==> config.mk <==
export PLATFORM = sky130hd
export DESIGN_NAME = snp_front
export DESIGN_NICKNAME = d
export VERILOG_FILES = /design/src/hdl/snp_pkg.sv /design/src/hdl/snp_front.sv
export SDC_FILE = /design/constraint.sdc
export NUM_CORES = 1
export LEC_CHECK = 0
export BUFFER_PORTS_ARGS = -buffer_cell sky130_fd_sc_hd__buf_2
export CELL_PAD_IN_SITES_DETAIL_PLACEMENT = 1
export CELL_PAD_IN_SITES_GLOBAL_PLACEMENT = 2
export CORE_MARGIN = 3
export CORE_UTILIZATION = 16
export DETAILED_ROUTE_END_ITERATION = 10
export PLACE_DENSITY = 0.95
export SYNTH_ARGS = -nofsm -noshare
export SYNTH_HDL_FRONTEND = slang
export SYNTH_SLANG_ARGS = --single-unit
==> constraint.sdc <==
create_clock -name aclk -period 4.51 [get_ports aclk]
set_input_delay 0.902 -clock aclk [delete_from_list [all_inputs] [get_ports aclk]]
set_output_delay 0.902 -clock aclk [all_outputs]
set_load 0.01 [all_outputs]
==> src/hdl/snp_pkg.sv <==
// ----------------------------------------------------------------------------
// snp_pkg
// Shared types and constants for the snapshot history interpolator.
// ----------------------------------------------------------------------------
package snp_pkg;

    // input kind codes
    localparam logic [1:0] KIND_PUSH  = 2'd0;
    localparam logic [1:0] KIND_QUERY = 2'd1;
    localparam logic [1:0] KIND_CLEAR = 2'd2;
    localparam logic [1:0] KIND_NONE  = 2'd3;

    // 1/64 degree units
    localparam int ANGLE_FULL = 23040;
    localparam int ANGLE_HALF = 11520;

    localparam logic [15:0] DELAY_RESET = 16'd100;

    // command handed from front to back; tq is the push time or the query time
    typedef struct packed {
        logic [1:0]         op;
        logic signed [32:0] tq;
        logic [31:0]        x;
        logic [31:0]        y;
        logic [31:0]        z;
        logic [15:0]        yaw;
        logic [15:0]        pitch;
    } cmd_t;

    // one stored snapshot
    typedef struct packed {
        logic [31:0] tm;
        logic [31:0] x;
        logic [31:0] y;
        logic [31:0] z;
        logic [15:0] yaw;
        logic [15:0] pitch;
    } entry_t;

endpackage

==> src/hdl/snp_front.sv <==
// ----------------------------------------------------------------------------
// snp_front
// Holds the render delay, classifies items and forms back-end commands.
// ----------------------------------------------------------------------------
module snp_front (
    input  logic               aclk,
    input  logic               aresetn,
    input  logic               cfg_we,
    input  logic [15:0]        cfg_wdata,
    input  logic               s_valid,
    output logic               s_ready,
    input  logic [1:0]         s_kind,
    input  logic [31:0]        s_time_ms,
    input  logic signed [31:0] s_pos_x,
    input  logic signed [31:0] s_pos_y,
    input  logic signed [31:0] s_pos_z,
    input  logic signed [15:0] s_yaw_in,
    input  logic signed [15:0] s_pitch_in,
    output logic               cmd_valid,
    input  logic               cmd_ready,
    output snp_pkg::cmd_t      cmd
);

    logic [15:0] delay_reg;

    always_ff @(posedge aclk) begin
        if (!aresetn) begin
            delay_reg <= snp_pkg::DELAY_RESET;
        end else if (cfg_we) begin
            delay_reg <= cfg_wdata;
        end
    end

    // unknown kind is swallowed here and never reaches the back
    assign s_ready   = cmd_ready;
    assign cmd_valid = s_valid && (s_kind != snp_pkg::KIND_NONE);

    always_comb begin
        cmd.op    = s_kind;
        cmd.tq    = (s_kind == snp_pkg::KIND_QUERY)
                  ? $signed({1'b0, s_time_ms} - {17'd0, delay_reg})
                  : $signed({1'b0, s_time_ms});
        cmd.x     = s_pos_x;
        cmd.y     = s_pos_y;
        cmd.z     = s_pos_z;
        cmd.yaw   = s_yaw_in;
        cmd.pitch = s_pitch_in;
    end

endmodule

# == Word-level counts from Yosys, hierarchy flattened ==
# Cells that the tools add are included.
# totals
reg_bits,16
inputBits,183
out_inout_bits,165
wordCells,6
# classes
n_addsub,1
eq_ne,2
muxes,1
reduce_logical,1
# op_table
cell,n
$mux W33,1
$sub A32 B16 Y33,1
$eq A2 B1 Y1 const B,1
$ne A2 B2 Y1 const B,1
$logic_and A1 B1 Y1,1

# == Logic depth before layout (Yosys ltp) ==
# logic_depth
ltp_word,2
mapped_depth,9
ltp_nobuf,9

# == Worst setup path before layout ==
# No wires, ideal clock.
# synth_path
path_kind,in2out
start,input port s_time_ms[0]
end,output port cmd[146] (netlist name)
arrival_ns,2.870
t_required_ns,3.608
path_slack_ns,0.738
cell_stages,9
path_buffers,0
path_cell_list,inv_1 -> ha_1 -> fa_1 -> nand2b_1 -> a21oi_1 -> o31ai_1 -> o21ai_1 -> a2111oi_0 -> xor2_1
# synth_rtl
element,line,text
from (decl),snp_front.sv:13,"input logic [31:0] s_time_ms,"
to (decl),snp_front.sv:21,output snp_pkg::cmd_t cmd

==> impl_metrics.ini <==
[status]
outcome = complete, no violations

[logic_synthesis]
muxShareOfSynthArea = 0.04596
syn_area_per_cell_um2 = 7.347
ys_seq_area_frac = 0.1050
synthAdderAreaFrac = 0.07222
synth_flop_cell = dfxtp_1
synthArstFlopShare = 0
yosys.area_share.simple = 0.1789
synth_edf_count = 0
ys_types = 52
syn_nets = 615
syn_area_um2 = 3049
synth_cells = 415
synth_compound_area_frac = 0.1658
synth_xor_area_frac = 0.06894
synth_top_family_by_area = buffers and inverters
ys_seq_elements = 16
yosysWarnings = 0

[placement]
port_buffers = 89
dpl-instance-area_um2 = 2786
placed_cells = 596
dp_hpwl_mm = 8.850
gp_congestion = 0.8333

[global_route]
grt-ovfl-total = 0
antenna_found_initial = 6
grt_max_degree = 36
grt_pass1_wl_mm = 14.38
grt_pass1_vias = 2577
grt_usage = 0.08942

[power_and_ir_drop]
combPwrFrac = 0.455
power_density_nw_per_um2 = 209.1
power_leakage_uw = 0.001241
ir_drop_uv = 114.0
p_sw_uw = 220.2
swShare = 0.3670
p_int_uw = 379.8
pwr-share-seq = 0.260
p_clk_frac = 0.285

[detailed_routing]
wl_per_cell_um = 17.15
drc = 0
viasPerCell = 4.209
antenna_left = 0
vias = 2534
first_iter_violations = 69
wl_met3_mm = 1.363
dr.max_layer_used = met5
drt-total-wl_mm = 10.32
wl_met2_mm = 4.688
wl_met1_mm = 3.536
drt_first_pass_iters = 4

[sta]
max_slew_margin = 0.6115
maxSlewViolCount = 0
final.setup_skew_ns = 0
setup_viol = 0
max_clock_freq_ghz = 0.2393
finalCriticalPeriod_ns = 4.179
hold_viol = 0
fin_crit_sh = 0.9266
tns_ns = 0
grt_setup_unrepaired = false
tightest_slew_ns = 0.5775

[final_layout]
mostFrequentLayoutCell = buf_2
multi_input_area_um2 = 1622
stdcell_area_um2 = 2869
final_cell_mix = buf_2, nand2_1, inv_1
register_area_um2 = 320.3
num-fill-cells = 2220
largest_reg_flops = 16
drive_gt1_frac = 0.2784
final_cells = 602
nets = 572
area_delta_synth_final_pct = -5.909

[critical_path]
endpoint_kind = output pin
critPathSlowestCell = a2111oi_0
path_cells = buf_2, ha_1, a21oi_1, inv_1, o31ai_1, o21ai_1, buf_4, a2111oi_0, xor2_1, buf_2
crit_top_cell = buf_2
crit_required_ns = 3.61
cpPeakStageDelay_ns = 0.49
crit_family = compound AO/OA/AOI/OAI gates
cp-start-kind = input pin
cp.arrival_ns = 3.28
path_buf_inv = 4
crit_fanout = 9
path_class = input pin to output pin
r2r_setup_slack_ns = 3.86

[floorplanning]
core_area_um2 = 18330
initial_core_util = 0.1663
die_width_um = 144.1
dieArea_um2 = 20750
rows = 49
ios = 348
dieHeight_um = 144.1

[cts]
cts_tree = built
htree_levels = 1
clock_path_buffers = 2
cts_root_buf = clkbuf_16
numCtsBuffers = 3
clk_latency_ns = 0.24
clock_sinks = 16
hold_buffers = 0
post_cts_resized = 0
path_clk_slew_ns = 0.05
post_cts_buffers = 0

[hold_path]
hold_path_class = register to register

[flow_run]
maxCapViolations = 0
[final cells by class]
cell class | count | share of cell area
Antenna cell | 3 | 0.002617
Multi-Input combinational cell | 235 | 0.5652
Inverter | 24 | 0.03140
Sequential cell | 16 | 0.1116
Clock buffer | 3 | 0.02617
Timing Repair Buffer | 92 | 0.1631
Tap cell | 229 | 0.09987
[metal layers]
layer / global-route usage / vias to the layer above
met1: 0.08749 / 1147
li1: - / 1195
met2: 0.1440 / 126
met3: 0.05159 / 58
met5: 0 / -
met4: 0.05897 / 8
[through the flow]
step | hold slack [ns] | setup slack (ns) | total power, µW | utilization
floorplan | 0.4593 | 0.7378 | 442.9 | -
global route | 0.5273 | 0.1711 | 644.4 | 0.1564
CTS | 0.4988 | 0.3106 | 611.9 | 0.1561
finish | 0.4968 | 0.3311 | 600.0 | 0.1565
detailed placement | 0.4877 | 0.3139 | 434.5 | 0.1520
global placement | 0.4777 | 0.4108 | 430.5 | 0.1520
[worst register-to-register path, stage by stage (launching register included)]
cell,delay (ns)
dfxtp_1,0.39
mux2i_1,0.09
nor2b_1,0.11
[synthesized netlist by cell type, drive strengths merged (5+ instances only)]
cell type / instances / area (µm²)
xor2: 11 / 96.34
nor2: 13 / 51.30
nand2b: 7 / 43.79
clkbuf: 8 / 30.03
inv: 24 / 90.09
o21ai: 25 / 125.1
nand3: 5 / 25.02
dfxtp: 16 / 320.3
buf: 132 / 987.2
nor2b: 14 / 87.58
o211ai: 5 / 37.54
or4: 6 / 52.55
mux2i: 14 / 140.1
nand2: 31 / 116.4
nor3: 6 / 30.03
ha: 16 / 200.2
xnor2: 13 / 113.9
a21oi: 19 / 95.09
[power by group through the flow]
stage	Sequential, µW	Combinational [µW]	Clock (µW)
floorplan	156	287	0
global placement	159	271	0
detailed placement	159	275	0
CTS	156	277	179
global route	157	306	181
finish	156	273	171
[cells by family (layout without fill, tap and decap cells)]
group                      after synthesis  after routing
buffers and inverters                  164            119
and+or+nand+nor                        102            102
AOI/OAI and AO/OA                       78             78
xor gates and xnor gates                24             24
adders and majority gates               17             17
DFF                                     16             16
muxes                                   14             14
other                                    0              3
[path summary, 6_finish.rpt]
check | from | endpoint | depth (start not counted)
setup / recovery | s_time_ms[7] | cmd[150] | 10
hold / removal | delay_reg[2] | delay_reg[2] | 2
hold reg to reg | delay_reg[2] | delay_reg[2] | 2
setup reg to reg | delay_reg[1] | delay_reg[1] | 2
Power figures use the tool's default switching activity.
