===== config.mk =====
export PLATFORM = sky130hd
export DESIGN_NAME = snp_queue
export DESIGN_NICKNAME = d
export VERILOG_FILES = /design/src/hdl/snp_queue.sv
export SDC_FILE = /design/constraint.sdc
export NUM_CORES = 1
export LEC_CHECK = 0
export BUFFER_PORTS_ARGS = -buffer_cell sky130_fd_sc_hd__clkbuf_2
export CORE_MARGIN = 1.5
export CORE_UTILIZATION = 50
export CTS_CLUSTER_SIZE = 8
export DETAILED_ROUTE_END_ITERATION = 12
export MAX_ROUTING_LAYER = met4
export PLACE_DENSITY = 0.82
export REMOVE_ABC_BUFFERS = 1
export SLEW_MARGIN = 20
export SYNTH_ARGS = -nofsm -noshare
export SYNTH_HDL_FRONTEND = slang
export SYNTH_SLANG_ARGS = --single-unit

===== constraint.sdc =====
create_clock -name aclk -period 3.2 [get_ports aclk]
set_clock_uncertainty 0.15 [all_clocks]
set_input_delay 0.64 -clock aclk [delete_from_list [all_inputs] [get_ports aclk]]
set_output_delay 0.64 -clock aclk [all_outputs]
set_load 0.01 [all_outputs]

===== src/hdl/snp_queue.sv =====
// ----------------------------------------------------------------------------
// snp_queue
// Two entry FIFO that decouples the front from the back.
// ----------------------------------------------------------------------------
module snp_queue #(
    parameter int WIDTH = 8
) (
    input  logic             aclk,
    input  logic             aresetn,
    input  logic             push_valid,
    output logic             push_ready,
    input  logic [WIDTH-1:0] push_data,
    output logic             pop_valid,
    input  logic             pop_ready,
    output logic [WIDTH-1:0] pop_data
);

    logic [WIDTH-1:0] slot_reg [2];
    logic             wptr_reg, wptr_next;
    logic             rptr_reg, rptr_next;
    logic [1:0]       cnt_reg, cnt_next;
    logic             do_push, do_pop;

    assign push_ready = (cnt_reg != 2'd2);
    assign pop_valid  = (cnt_reg != 2'd0);
    assign pop_data   = slot_reg[rptr_reg];
    assign do_push    = push_valid && push_ready;
    assign do_pop     = pop_valid && pop_ready;

    always_comb begin
        wptr_next = do_push ? ~wptr_reg : wptr_reg;
        rptr_next = do_pop ? ~rptr_reg : rptr_reg;
        cnt_next  = cnt_reg + 2'(do_push) - 2'(do_pop);
    end

    always_ff @(posedge aclk) begin
        if (!aresetn) begin
            wptr_reg <= 1'b0;
            rptr_reg <= 1'b0;
            cnt_reg  <= 2'd0;
        end else begin
            wptr_reg <= wptr_next;
            rptr_reg <= rptr_next;
            cnt_reg  <= cnt_next;
        end
    end

    always_ff @(posedge aclk) begin
        if (do_push) begin
            slot_reg[wptr_reg] <= push_data;
        end
    end

endmodule


# Word level (Yosys, flattened, before mapping)
# Memories as Yosys holds them, arrays and structs flattened. A register that Yosys moved wholly into a read port is not among the register bits.
# Index checks and enable logic that the tools add are counted.
[word_totals] ff_bits=4 n_memories=1 mem_bits_rw=16 out_inout_bits=10
[op_classes] bitwise=2 addsub=2 mux=4 eq_ne=1 n_reduce_logical=3
[mem_list] memory="slot_reg" depth=2 width=8 read_ports=1 rd_ports_with_merged_regs=1 wr=1 line_no="18" rtl="logic [WIDTH-1:0] slot_reg [2];"
[op_table] operator="$mux W1" n=4
[op_table] operator="$add A2 B1 Y2" n=1
[op_table] operator="$logic_and A1 B1 Y1" n=2
[op_table] operator="$ne A2 B2 Y1 const B" n=1
[op_table] operator="$not A1 Y1" n=2
[op_table] operator="$reduce_bool A2 Y1" n=1
[op_table] operator="$sub A2 B1 Y2" n=1

# Logic depth before layout (Yosys ltp)
# Gate-level depths: netlist of run 1.
[depth] word_depth=4 mapped_depth=8 ltp_nobuf=8

# Worst setup path before layout of run 1
# No wires, ideal clock.
[synth_timing] kind="in2reg" start="in pop_ready" end="reg cnt_reg[1]" t_required_ps=2935 setup_ps=115 stages=7 arrival_ps=1601 setup_slack_ps=1334 cell_sequence="o21a_2 -> ha_1 -> inv_1 -> ha_1 -> xnor2_1 -> xnor2_1 -> and2_1"
[synth_via] elab_chain_len=2
[synth_lines] item="from (decl)" line_no="14" rtl="input logic pop_ready,"
[synth_lines] item="$logic_and A1 B1 Y1" line_no="28" rtl="assign do_pop = pop_valid && pop_ready;"
[synth_lines] item="$sub A2 B1 Y2" line_no="33" rtl="cnt_next = cnt_reg + 2'(do_push) - 2'(do_pop);"
[synth_lines] item="to (signal assigned)" line_no="44" rtl="cnt_reg <= cnt_next;"
[synth_lines] item="to (decl)" line_no="21" rtl="logic [1:0] cnt_reg, cnt_next;"
# Every way passes these cells.
# A chain may end at the register's enable or synchronous reset.

==> results.txt, run 1 <==
Post-Syn Area: 811 sq um
Post-Synth Simple-Gate Area: 7.56%
TritonCTS buffer count: 3
IO buf count: 21
crit path capture type: output pin
Hold Crit Class: reg2reg
Initial Util: 53.8%
Chip Height: 43.3 microns
detailed router's first-iteration violation count: 4
final setup fails: 0
Yosys warnings: 0
H-Tree Level Count: 1
Final period util: 66.8%
Worst slew margin: 52.5%
Area contributors post-synth: edfxtp_1, dfxtp_1, mux2_2, xnor2_1, ha_1
clk_lat worst skew: 290 ps
WL per Instance: 13.7 microns
leak pwr: 0.000392 uW
Max rail drop VDD: 0.400 mV
via count: 456
Cell Pwr Density: 746 nW/um^2
clock tree buffer depth: 2
min cycle time layout: 2140 ps
Die W: 43.3 microns
Clk Tree Root Cell: clkbuf_4
CTS tree: done
mux share of post-synthesis cell area: 12.3%
vias in the first global route: 494
Core Box Area: 1510 sq um
#FFs+latches synth: 21
Fin. Hold Viols: 0
gpl congestion: 0.754
Synth Area in Compound Gates: 1.08%
first-pass GRT wire length: 2.07 mm
Pins Over Slew Limit: 0
area leader, netlist: edfxtp_1
Overflow after GRT: 0
P&R area growth vs syn: 18.2%
largest family of logic cells by synthesized area: multiplexers
gr usage total: 16.1%
share of cells above drive strength 1: 47.9%
initial antenna violation count: 0
CP Launch Type: flop
max FFs per register: 16
status: completed
final WL: 1.22 mm
area share of fa/ha/maj cells after synthesis: 3.09%
post_cts resized: 0
worst-margin pin slew: 711 ps
Max Clk Rate: 468 MHz
Worst Path Required: 2410 ps
post-layout util: 63.6%
CP max FO: 8
share of the synthesized area in the top cell type: 59.3%
Synth Area per Inst: 16.5 sq um
XOR/XNOR Fraction of Synth Area: 3.24%
critical path class: reg2out
Residual DRC: 0
crit path DAT: 1350 ps
FP Rows: 14
Clock transition at path regs: 110 ps
vias per inst: 5.12
largest net degree at the start of global routing: 13
post-layout net count: 88
die area: 1870 sq um
number of buffers inserted by hold repair at cts: 0
Post-CTS Setup Bufs: 0
Synth Instances: 49
clock sink count: 21
max-cap viol count: 0
# IOs: 22
ANT nets after route: 0
Setup TNS: 0 ps
synth unique cells: 16
# diodes: 0
Seq/Total Area, Yosys: 71.6%
Pre-antenna DRT Iters: 4
RSZ-0062 raised after global routing: no
-- critical path: stages, from the launching register on --
cell and delay [ps]:
dfxtp_1 540, mux2_2 390, clkbuf_2 130
-- layer usage --
| layer | share of wire [%] | GRT usage [%] | wire length [microns] | vias up |
|---|---|---|---|---|
| met3 | 4.4 | 4.26 | 54 | 0 |
| met2 | 52 | 27.2 | 641 | 13 |
| li1 | - | - | - | 223 |
| met5 | 0 | - | 0 | - |
| met1 | 43 | 16.7 | 527 | 220 |
| met4 | 0 | 9.09 | 0 | 0 |
-- final cells by class --
| class | instances | area [sq um] |
|---|---|---|
| Timing Repair Buffer | 21 | 105 |
| Fill cell | 119 | 548 |
| Inverter | 1 | 3.75 |
| Clock buffer | 3 | 22.5 |
| Tap cell | 16 | 20.0 |
| Multi-Input combinational cell | 26 | 221 |
| Sequential cell | 21 | 581 |
| Clock inverter | 1 | 5.00 |
-- final timing paths --
check,startpoint,endpoint,slack (ps),cells past startpoint
setup / recovery,flop,pop_data[7],1060,2
hold / removal,wptr_reg,wptr_reg,350,2
setup reg to reg,cnt_reg[0],cnt_reg[1],1380,8
hold reg to reg,wptr_reg,wptr_reg,350,2
-- kinds of logic (layout without fill, tap and decap cells) --
| logic type | Yosys count | in the layout |
|---|---|---|
| simple gates | 11 | 11 |
| xor+xnor | 3 | 3 |
| buf+inv | 2 | 26 |
| compound gates | 1 | 1 |
| flops | 21 | 21 |
| mux | 9 | 9 |
| fa+ha+maj | 2 | 2 |
-- layout by cell type, fill, tap and decap left out, types with 3 or more instances in the layout --
cell type / count
xnor2_1: 3
mux2_2: 8
dfxtp_1: 5
edfxtp_1: 16
clkbuf_4: 3
clkbuf_2: 21
-- power by group --
part	total, uW	switching, uW	internal, uW
clock	120	73.1	46.5
combinational	215	101	114
sequential	380	33.0	347
-- synthesized netlist by cell type (all sizes together) --
cell type / count
inv: 1
edfxtp: 16
nor2b: 2
dfxtp: 5
or2: 1
ha: 2
and3: 1
nand2b: 2
nor2: 1
xnor2: 3
o21a: 1
nand2: 2
mux2i: 1
buf: 1
and2: 2
mux2: 8
-- metrics by stage --
stage | hold slack [ps] | power (uW) | worst slack [ps] | area (sq um) | cells
final | 345 | 715 | 1060 | 958 | 89
after global routing | 361 | 763 | 985 | 958 | 89
after global placement | 316 | 590 | 1240 | 931 | 85
after detailed placement | 328 | 605 | 1180 | 931 | 85
after CTS | 346 | 727 | 1040 | 958 | 89
after floorplan | 305 | 526 | 1330 | 806 | 48
Power figures use the tool's default switching activity.
==> run 2, diff against run 1 <==
--- a/config.mk
+++ b/config.mk
@@ -5,13 +5,14 @@
 export SDC_FILE = /design/constraint.sdc
 export NUM_CORES = 1
 export LEC_CHECK = 0
+export ABC_AREA = 1
 export BUFFER_PORTS_ARGS = -buffer_cell sky130_fd_sc_hd__clkbuf_2
 export CORE_MARGIN = 1.5
 export CORE_UTILIZATION = 50
 export CTS_CLUSTER_SIZE = 8
 export DETAILED_ROUTE_END_ITERATION = 12
 export MAX_ROUTING_LAYER = met4
-export PLACE_DENSITY = 0.82
+export PLACE_DENSITY = 0.81
 export REMOVE_ABC_BUFFERS = 1
 export SLEW_MARGIN = 20
 export SYNTH_ARGS = -nofsm -noshare
==> constraint.sdc (replaced) <==
create_clock -name aclk -period 2 [get_ports aclk]
set_clock_uncertainty 0.15 [all_clocks]
set_input_delay 0.4 -clock aclk [delete_from_list [all_inputs] [get_ports aclk]]
set_output_delay 0.4 -clock aclk [all_outputs]
set_load 0.01 [all_outputs]
==> run 2 against run 1 <==
  * Clock power grew 60%
  * Combinational power grew 95%
  * Critical path depth is the same
  * Sequential share of layout area shrank 4.1 points
  * Global-route usage shrank 1.1 points
  * First-iteration DRC count shrank 50%
  * Critical endpoint is now pop_data[1]
  * Largest power group unchanged
  * Highest routed layer is now met4
==> results.txt, run 2 <==
status: completed (unchanged)
WL per Instance: 12.5 microns (was 13.7 microns)
number of synthesized flops with an enable pin: 16 (unchanged)
initial antenna violation count: 0 (unchanged)
met2 wire len: 705 microns (was 641 microns)
gr usage total: 15.0% (was 16.1%)
Cell Pwr Density: 1200 nW/um^2 (was 746 nW/um^2)
IO buf count: 21 (unchanged)
Critical Path Max Stage Delay: 500 ps (was 540 ps)
fillers: 121 (was 119)
area leader, netlist: edfxtp_1 (unchanged)
Fin. Hold Viols: 0 (unchanged)
Area contributors post-synth: edfxtp_1, mux2_4, dfxtp_1, inv_1, nand2_1 (was edfxtp_1, dfxtp_1, mux2_2, xnor2_1, ha_1)
ANT nets after route: 0 (unchanged)
part of the power in the clock network: 15.5% (was 16.7%)
Setup TNS: 0 ps (unchanged)
crit path capture type: output pin (unchanged)
Final period util: 90.0%
max-cap viol count: 0 (unchanged)
# diodes: 0 (unchanged)
number of buffers inserted by hold repair at cts: 0 (unchanged)
critical path class: reg2out (unchanged)
CP max FO: 8 (unchanged)
sw frac: 31.9% (was 29.0%)
most frequent cells in the layout: clkbuf_2, edfxtp_1, mux2_4, inv_1, nand2_1 (was clkbuf_2, edfxtp_1, mux2_2, dfxtp_1)
switching pwr: 395 uW (was 207 uW)
Overflow after GRT: 0 (unchanged)
Synth Instances: 61 (was 49)
final WL: 1.29 mm (was 1.22 mm)
WL met1: 515 microns (was 527 microns)
Chip Height: 44.8 microns (was 43.3 microns)
Design Power: 1240 uW (was 715 uW)
Max Clk Rate: 556 MHz
largest net degree at the start of global routing: 13 (unchanged)
clock tree buffer depth: 2 (unchanged)
Residual DRC: 0 (unchanged)
crit path DAT: 1250 ps (was 1350 ps)
clk_lat worst skew: 290 ps (about the same)
placed cells: 99 (was 85)
Max rail drop VDD: 0.562 mV (was 0.400 mV)
Initial Util: 55.3% (was 53.8%)
P&R area growth vs syn: 18.1% (was 18.2%)
Worst Path Required: 1450 ps (was 2410 ps)
Worst slew margin: 78.0% (was 52.5%)
Worst path slowest cell: dfxtp_2 (was dfxtp_1)
most frequent cells after synthesis: edfxtp_1, mux2_4, inv_1, nand2_1, nor2_1 (was edfxtp_1, mux2_2, dfxtp_1, xnor2_1)
#FFs+latches synth: 21 (unchanged)
final setup fails: 0 (unchanged)
Core Box Area: 1580 sq um (was 1510 sq um)
Seq/Total Area, Yosys: 66.6% (was 71.6%)
worst-margin pin slew: 329 ps (was 711 ps)
gpl congestion: 0.823 (was 0.754)
Post-Syn Area: 872 sq um (was 811 sq um)
share of cells above drive strength 1: 47.1% (was 47.9%)
# IOs: 22 (unchanged)
clock sink count: 21 (unchanged)
post-route insts no fill: 103 (was 89)
via count: 512 (was 456)
Seq pwr share: 50.6% (was 53.2%)
storage element area: 582 sq um (was 581 sq um)
RSZ-0062 raised after global routing: no (unchanged)
Hold Crit Class: in2reg (was reg2reg)
CP bufs+invs: 1 (unchanged)
Synth Flop Type: edfxtp_1 (unchanged)
placed cell areas: 1000 sq um (was 931 sq um)
Cell Chain, Critical Path: mux2_4 > clkbuf_2 (was mux2_2 > clkbuf_2)
CP Launch Type: flop (unchanged)
most common cell after layout, fill and taps aside: clkbuf_2 (unchanged)
Clk Tree Root Cell: clkbuf_4 (unchanged)
top layer in use: met4 (was met3)
vias in the first global route: 457 (was 494)
Yosys warnings: 0 (unchanged)
post-layout net count: 102 (was 88)
max FFs per register: 16 (unchanged)
Multi-input gate area: 254 sq um (was 221 sq um)
min cycle time layout: 1800 ps
Clock transition at path regs: 110 ps (about the same)
FP Rows: 14 (unchanged)
Comb pwr share: 33.9% (was 30.1%)
die area: 2000 sq um (was 1870 sq um)
synth unique cells: 14 (was 16)
P_int: 845 uW (was 508 uW)
hpwl dp: 972 microns
Pins Over Slew Limit: 0 (unchanged)
hold_ws: 137 ps (was 345 ps)
detailed router's first-iteration violation count: 2 (was 4)
Post-synth ARST share: 0% (unchanged)
Pre-antenna DRT Iters: 2 (was 4)
leak pwr: 0.000466 uW (was 0.000392 uW)
most frequent cell after synthesis: edfxtp_1 (unchanged)
H-Tree Level Count: 1 (unchanged)
Met3 Wirelength: 52 microns (was 54 microns)
final design instance area without fill: 1030 sq um (was 958 sq um)
share of the synthesized area in the top cell type: 55.1% (was 59.3%)
family with the most delay on the worst path: flip-flops (unchanged)
Synth Area per Inst: 14.3 sq um (was 16.5 sq um)
TritonCTS buffer count: 3 (unchanged)
Die W: 44.8 microns (was 43.3 microns)
vias per inst: 4.97 (was 5.12)
first-pass GRT wire length: 1.93 mm (was 2.07 mm)
CTS tree: done (unchanged)
run 2: cell types whose count changed in the layout (fill, tap and decap cells not counted), moves of 3 or more:
cell / change
nand2_1: +5
inv_1: +6
mux2_4: +8
xnor2_1: -3
nor2_1: +5
mux2_2: -8
run 2: final timing paths:
path / from / endpoint / slack [ps] / cells past startpoint
worst max-delay path: flop / pop_data[1] / 200 / 2
worst min-delay path: push_data[7] / slot_reg[1][7] / 140 / 1
worst max register to register: cnt_reg[0] / cnt_reg[1] / 320 / 10
worst min register to register: rptr_reg / rptr_reg / 360 / 2
run 2: worst reg2reg max path, delay by kind of cell (launching register included):
| family | cells | cell delay, ps |
|---|---|---|
| AO/OA/AOI/OAI | 1 | 120 |
| buffers and inverters | 3 | 190 |
| AND/OR/NAND/NOR | 4 | 290 |
| flip-flops | 1 | 380 |
| adder cells (fa/ha/maj) | 2 | 450 |
run 2: cell families after synthesis:
logic type                 share of synthesized area [%]
muxes                                               13.8
adders and majority gates                           2.87
DFF                                                 66.6
buffers and inverters                               4.30
and+or+nand+nor                                     11.3
AOI/OAI and AO/OA                                   1.15
run 2: cell type report:
class | instances | share of cell area [%]
clock inverters | 1 | 0.486
well taps | 16 | 1.94
clock buffers | 3 | 2.19
multi-input cells | 32 | 24.7
repair buffers | 23 | 11.7
inverters | 7 | 2.55
flip-flops and latches | 21 | 56.5
run 2: stage by stage:
step           utilization, %  setup WS (ps)
2_1_floorplan               -            401
3_3_place_gp             63.5            364
3_5_place_dp             63.5            337
4_1_cts                  65.2           15.8
5_1_grt                  65.3            141
6_report                 65.3            200
run 2: power by group through the flow:
stage	Clock, uW	Combinational, uW	Sequential (uW)
final	192	420	628
after global routing	216	469	636
after CTS	200	428	627
after detailed placement	0	424	635
after global placement	0	409	629
after floorplan	0	296	619
run 2: timing repair:
| item | in CTS | in global routing |
|---|---|---|
| gates resized for setup | 0 | 1 |
| endpoints found under the setup margin | 0 | 8 |
| buffers inserted | 0 | 0 |
run 2: routing by layer:
| layer | GRT usage [%] | up-vias |
|---|---|---|
| met5 | - | - |
| met4 | 7.27 | 0 |
| met3 | 4.80 | 2 |
| met2 | 26.4 | 15 |
| met1 | 14.7 | 235 |
| li1 | - | 260 |
==> run 3, diff against run 2 <==
--- a/config.mk
+++ b/config.mk
@@ -5,14 +5,13 @@
 export SDC_FILE = /design/constraint.sdc
 export NUM_CORES = 1
 export LEC_CHECK = 0
-export ABC_AREA = 1
 export BUFFER_PORTS_ARGS = -buffer_cell sky130_fd_sc_hd__clkbuf_2
 export CORE_MARGIN = 1.5
-export CORE_UTILIZATION = 50
+export CORE_UTILIZATION = 49
 export CTS_CLUSTER_SIZE = 8
 export DETAILED_ROUTE_END_ITERATION = 12
 export MAX_ROUTING_LAYER = met4
-export PLACE_DENSITY = 0.81
+export PLACE_DENSITY = 0.8
 export REMOVE_ABC_BUFFERS = 1
 export SLEW_MARGIN = 20
 export SYNTH_ARGS = -nofsm -noshare
==> run 3 against run 2 <==
  * Worst setup slack worse by 72 ps
  * Critical path depth unchanged
  * Power shrank 8.1%
  * Register-to-register slack got worse by 110 ps
  * Final area is 6.3% lower
==> results.txt, run 3 (synthesized netlist as in run 1, its figures left out) <==
Hold Crit Class: in2reg (unchanged)
Die W: 43.7 microns (was 44.8 microns)
CP bufs+invs: 1 (unchanged)
sw frac: 28.1% (was 31.9%)
clock sink count: 21 (unchanged)
Multi-input gate area: 221 sq um (was 254 sq um)
Worst Setup EP: pop_data[4] (was pop_data[1])
WL met1: 475 microns (was 515 microns)
gpl congestion: 0.693 (was 0.823)
Clk Tree Root Cell: clkbuf_4 (unchanged)
first-pass GRT wire length: 1.84 mm (was 1.93 mm)
Core Box Area: 1520 sq um (was 1580 sq um)
detailed router's first-iteration violation count: 4 (was 2)
clk_lat worst skew: 290 ps (about the same)
Chip Height: 43.7 microns (was 44.8 microns)
initial antenna violation count: 0 (unchanged)
Post-CTS Setup Bufs: 0 (unchanged)
CP Depth: 2 (unchanged)
met2 wire len: 598 microns (was 705 microns)
post-route insts no fill: 90 (was 103)
Worst R2R Setup Slack: 210 ps (was 320 ps)
H-Tree Level Count: 1 (unchanged)
post_cts resized: 0 (unchanged)
Seq pwr share: 53.2% (was 50.6%)
Comb pwr share: 29.9% (was 33.9%)
status: completed (unchanged)
largest net degree at the start of global routing: 12 (was 13)
most frequent cells in the layout: clkbuf_2, edfxtp_1, mux2_2, dfxtp_1 (was clkbuf_2, edfxtp_1, mux2_4, inv_1, nand2_1)
P&R area growth vs syn: 19.0% (was 18.1%)
vias per inst: 5.09 (was 4.97)
fillers: 119 (was 121)
critical path class: reg2out (unchanged)
gr usage total: 14.4% (was 15.0%)
CP max FO: 8 (unchanged)
WL per Instance: 12.8 microns (was 12.5 microns)
CTS tree: done (unchanged)
TritonCTS buffer count: 3 (unchanged)
ANT nets after route: 0 (unchanged)
via count: 458 (was 512)
clock tree buffer depth: 2 (unchanged)
Max rail drop VDD: 0.572 mV (was 0.562 mV)
Clock transition at path regs: 110 ps (about the same)
IO buf count: 21 (unchanged)
most common cell after layout, fill and taps aside: clkbuf_2 (unchanged)
Worst Path Required: 1450 ps (about the same)
Max Clk Rate: 534 MHz (was 556 MHz)
P_int: 819 uW (was 845 uW)
Overflow after GRT: 0 (unchanged)
family with the most delay on the worst path: flip-flops (unchanged)
share of cells above drive strength 1: 47.3% (was 47.1%)
part of the power in the clock network: 16.8% (was 15.5%)
Pre-antenna DRT Iters: 2 (unchanged)
storage element area: 581 sq um (was 582 sq um)
placed cells: 86 (was 99)
Residual DRC: 0 (unchanged)
CP Launch Type: flop (unchanged)
vias in the first global route: 435 (was 457)
post-layout net count: 89 (was 102)
switching pwr: 320 uW (was 395 uW)
top layer in use: met4 (unchanged)
min cycle time layout: 1870 ps (was 1800 ps)
RSZ-0062 raised after global routing: no (unchanged)
Final period util: 93.6% (was 90.0%)
Pins Over Slew Limit: 0 (unchanged)
worst-margin pin slew: 378 ps (was 329 ps)
# IOs: 22 (unchanged)
Critical Path Max Stage Delay: 530 ps (was 500 ps)
FP Rows: 14 (unchanged)
max-cap viol count: 0 (unchanged)
Met3 Wirelength: 67 microns (was 52 microns)
Worst slew margin: 74.8% (was 78.0%)
Initial Util: 53.2% (was 55.3%)
Fin. Hold Viols: 0 (unchanged)
die area: 1910 sq um (was 2000 sq um)
crit path capture type: output pin (unchanged)
crit path DAT: 1320 ps (was 1250 ps)
Setup TNS: 0 ps (unchanged)
r2r endpoint: cnt_reg[1] (unchanged)
Cell Pwr Density: 1180 nW/um^2 (was 1200 nW/um^2)
max FFs per register: 16 (unchanged)
post-layout util: 63.3% (was 65.3%)
# diodes: 0 (unchanged)
leak pwr: 0.000394 uW (was 0.000466 uW)
number of buffers inserted by hold repair at cts: 0 (unchanged)
final setup fails: 0 (unchanged)
hpwl dp: 854 microns (was 972 microns)
Worst path slowest cell: dfxtp_1 (was dfxtp_2)
final WL: 1.15 mm (was 1.29 mm)
R2R depth: 8 (was 10)
Cell Chain, Critical Path: mux2_2 > clkbuf_2 (was mux2_4 > clkbuf_2)
RR Startpoint: cnt_reg[0] (unchanged)
==> run 3: cell types whose count changed in the layout (fill, tap and decap cells not counted), sizes merged, moves of 2 or more <==
cell | before | now
a21oi | 2 | 0
nand3 | 3 | 0
inv | 7 | 1
nand2b | 0 | 2
nor2 | 8 | 1
xnor2 | 0 | 3
nor2b | 0 | 2
nand2 | 9 | 2
and2 | 0 | 2
==> run 3: metrics by stage <==
stage / cell area [sq um] / setup slack, ps / total power (uW) / hold WS, ps
final: 965 / 128 / 1140 / 144
after global routing: 965 / 34.1 / 1220 / 125
after CTS: 965 / 84.7 / 1160 / 138
after detailed placement: 938 / 211 / 966 / 326
after global placement: 938 / 264 / 950 / 317
after floorplan: 806 / 242 / 842 / 305
==> run 3: power groups by stage <==
stage               sequential [uW]  clock (uW)  combinational (uW)
CTS                             609         199                 348
global route                    616         218                 385
floorplan                       602           0                 240
finish                          607         192                 341
global placement                612           0                 338
detailed placement              618           0                 348
==> run 3: worst reg2reg max path, delay by kind of cell, from the launching register on <==
family,cells,cell delay (ps)
adder cells (fa/ha/maj),2,460
flip-flops,1,390
AND/OR/NAND/NOR,3,410
buffers and inverters,1,40
XOR/XNOR,2,250
==> run 3: area by class of cell <==
| type | count | share of cell area, % |
|---|---|---|
| sequential | 21 | 60.2 |
| multi-input combinational | 26 | 23.0 |
| timing repair buffer | 22 | 11.7 |
| clock buffer | 4 | 2.72 |
| tap | 16 | 2.08 |
| inverter | 1 | 0.389 |
==> run 3: worst min-delay path by stage <==
stage / startpoint / to / slack (ps) / depth (start not counted)
finish: push_data[6] / slot_reg[1][6] / 140 / 1
global route: push_data[7] / slot_reg[0][7] / 130 / 1
CTS: push_data[4] / slot_reg[1][4] / 140 / 1
detailed placement: wptr_reg / wptr_reg / 330 / 2
global placement: wptr_reg / wptr_reg / 320 / 2
floorplan: wptr_reg / wptr_reg / 300 / 2
==> run 3: routing by layer <==
layer / vias to the layer above / GRT usage (%)
met5: - / -
met4: 0 / 9.09
met3: 2 / 2.92
met2: 11 / 24.1
met1: 216 / 15.4
li1: 229 / -
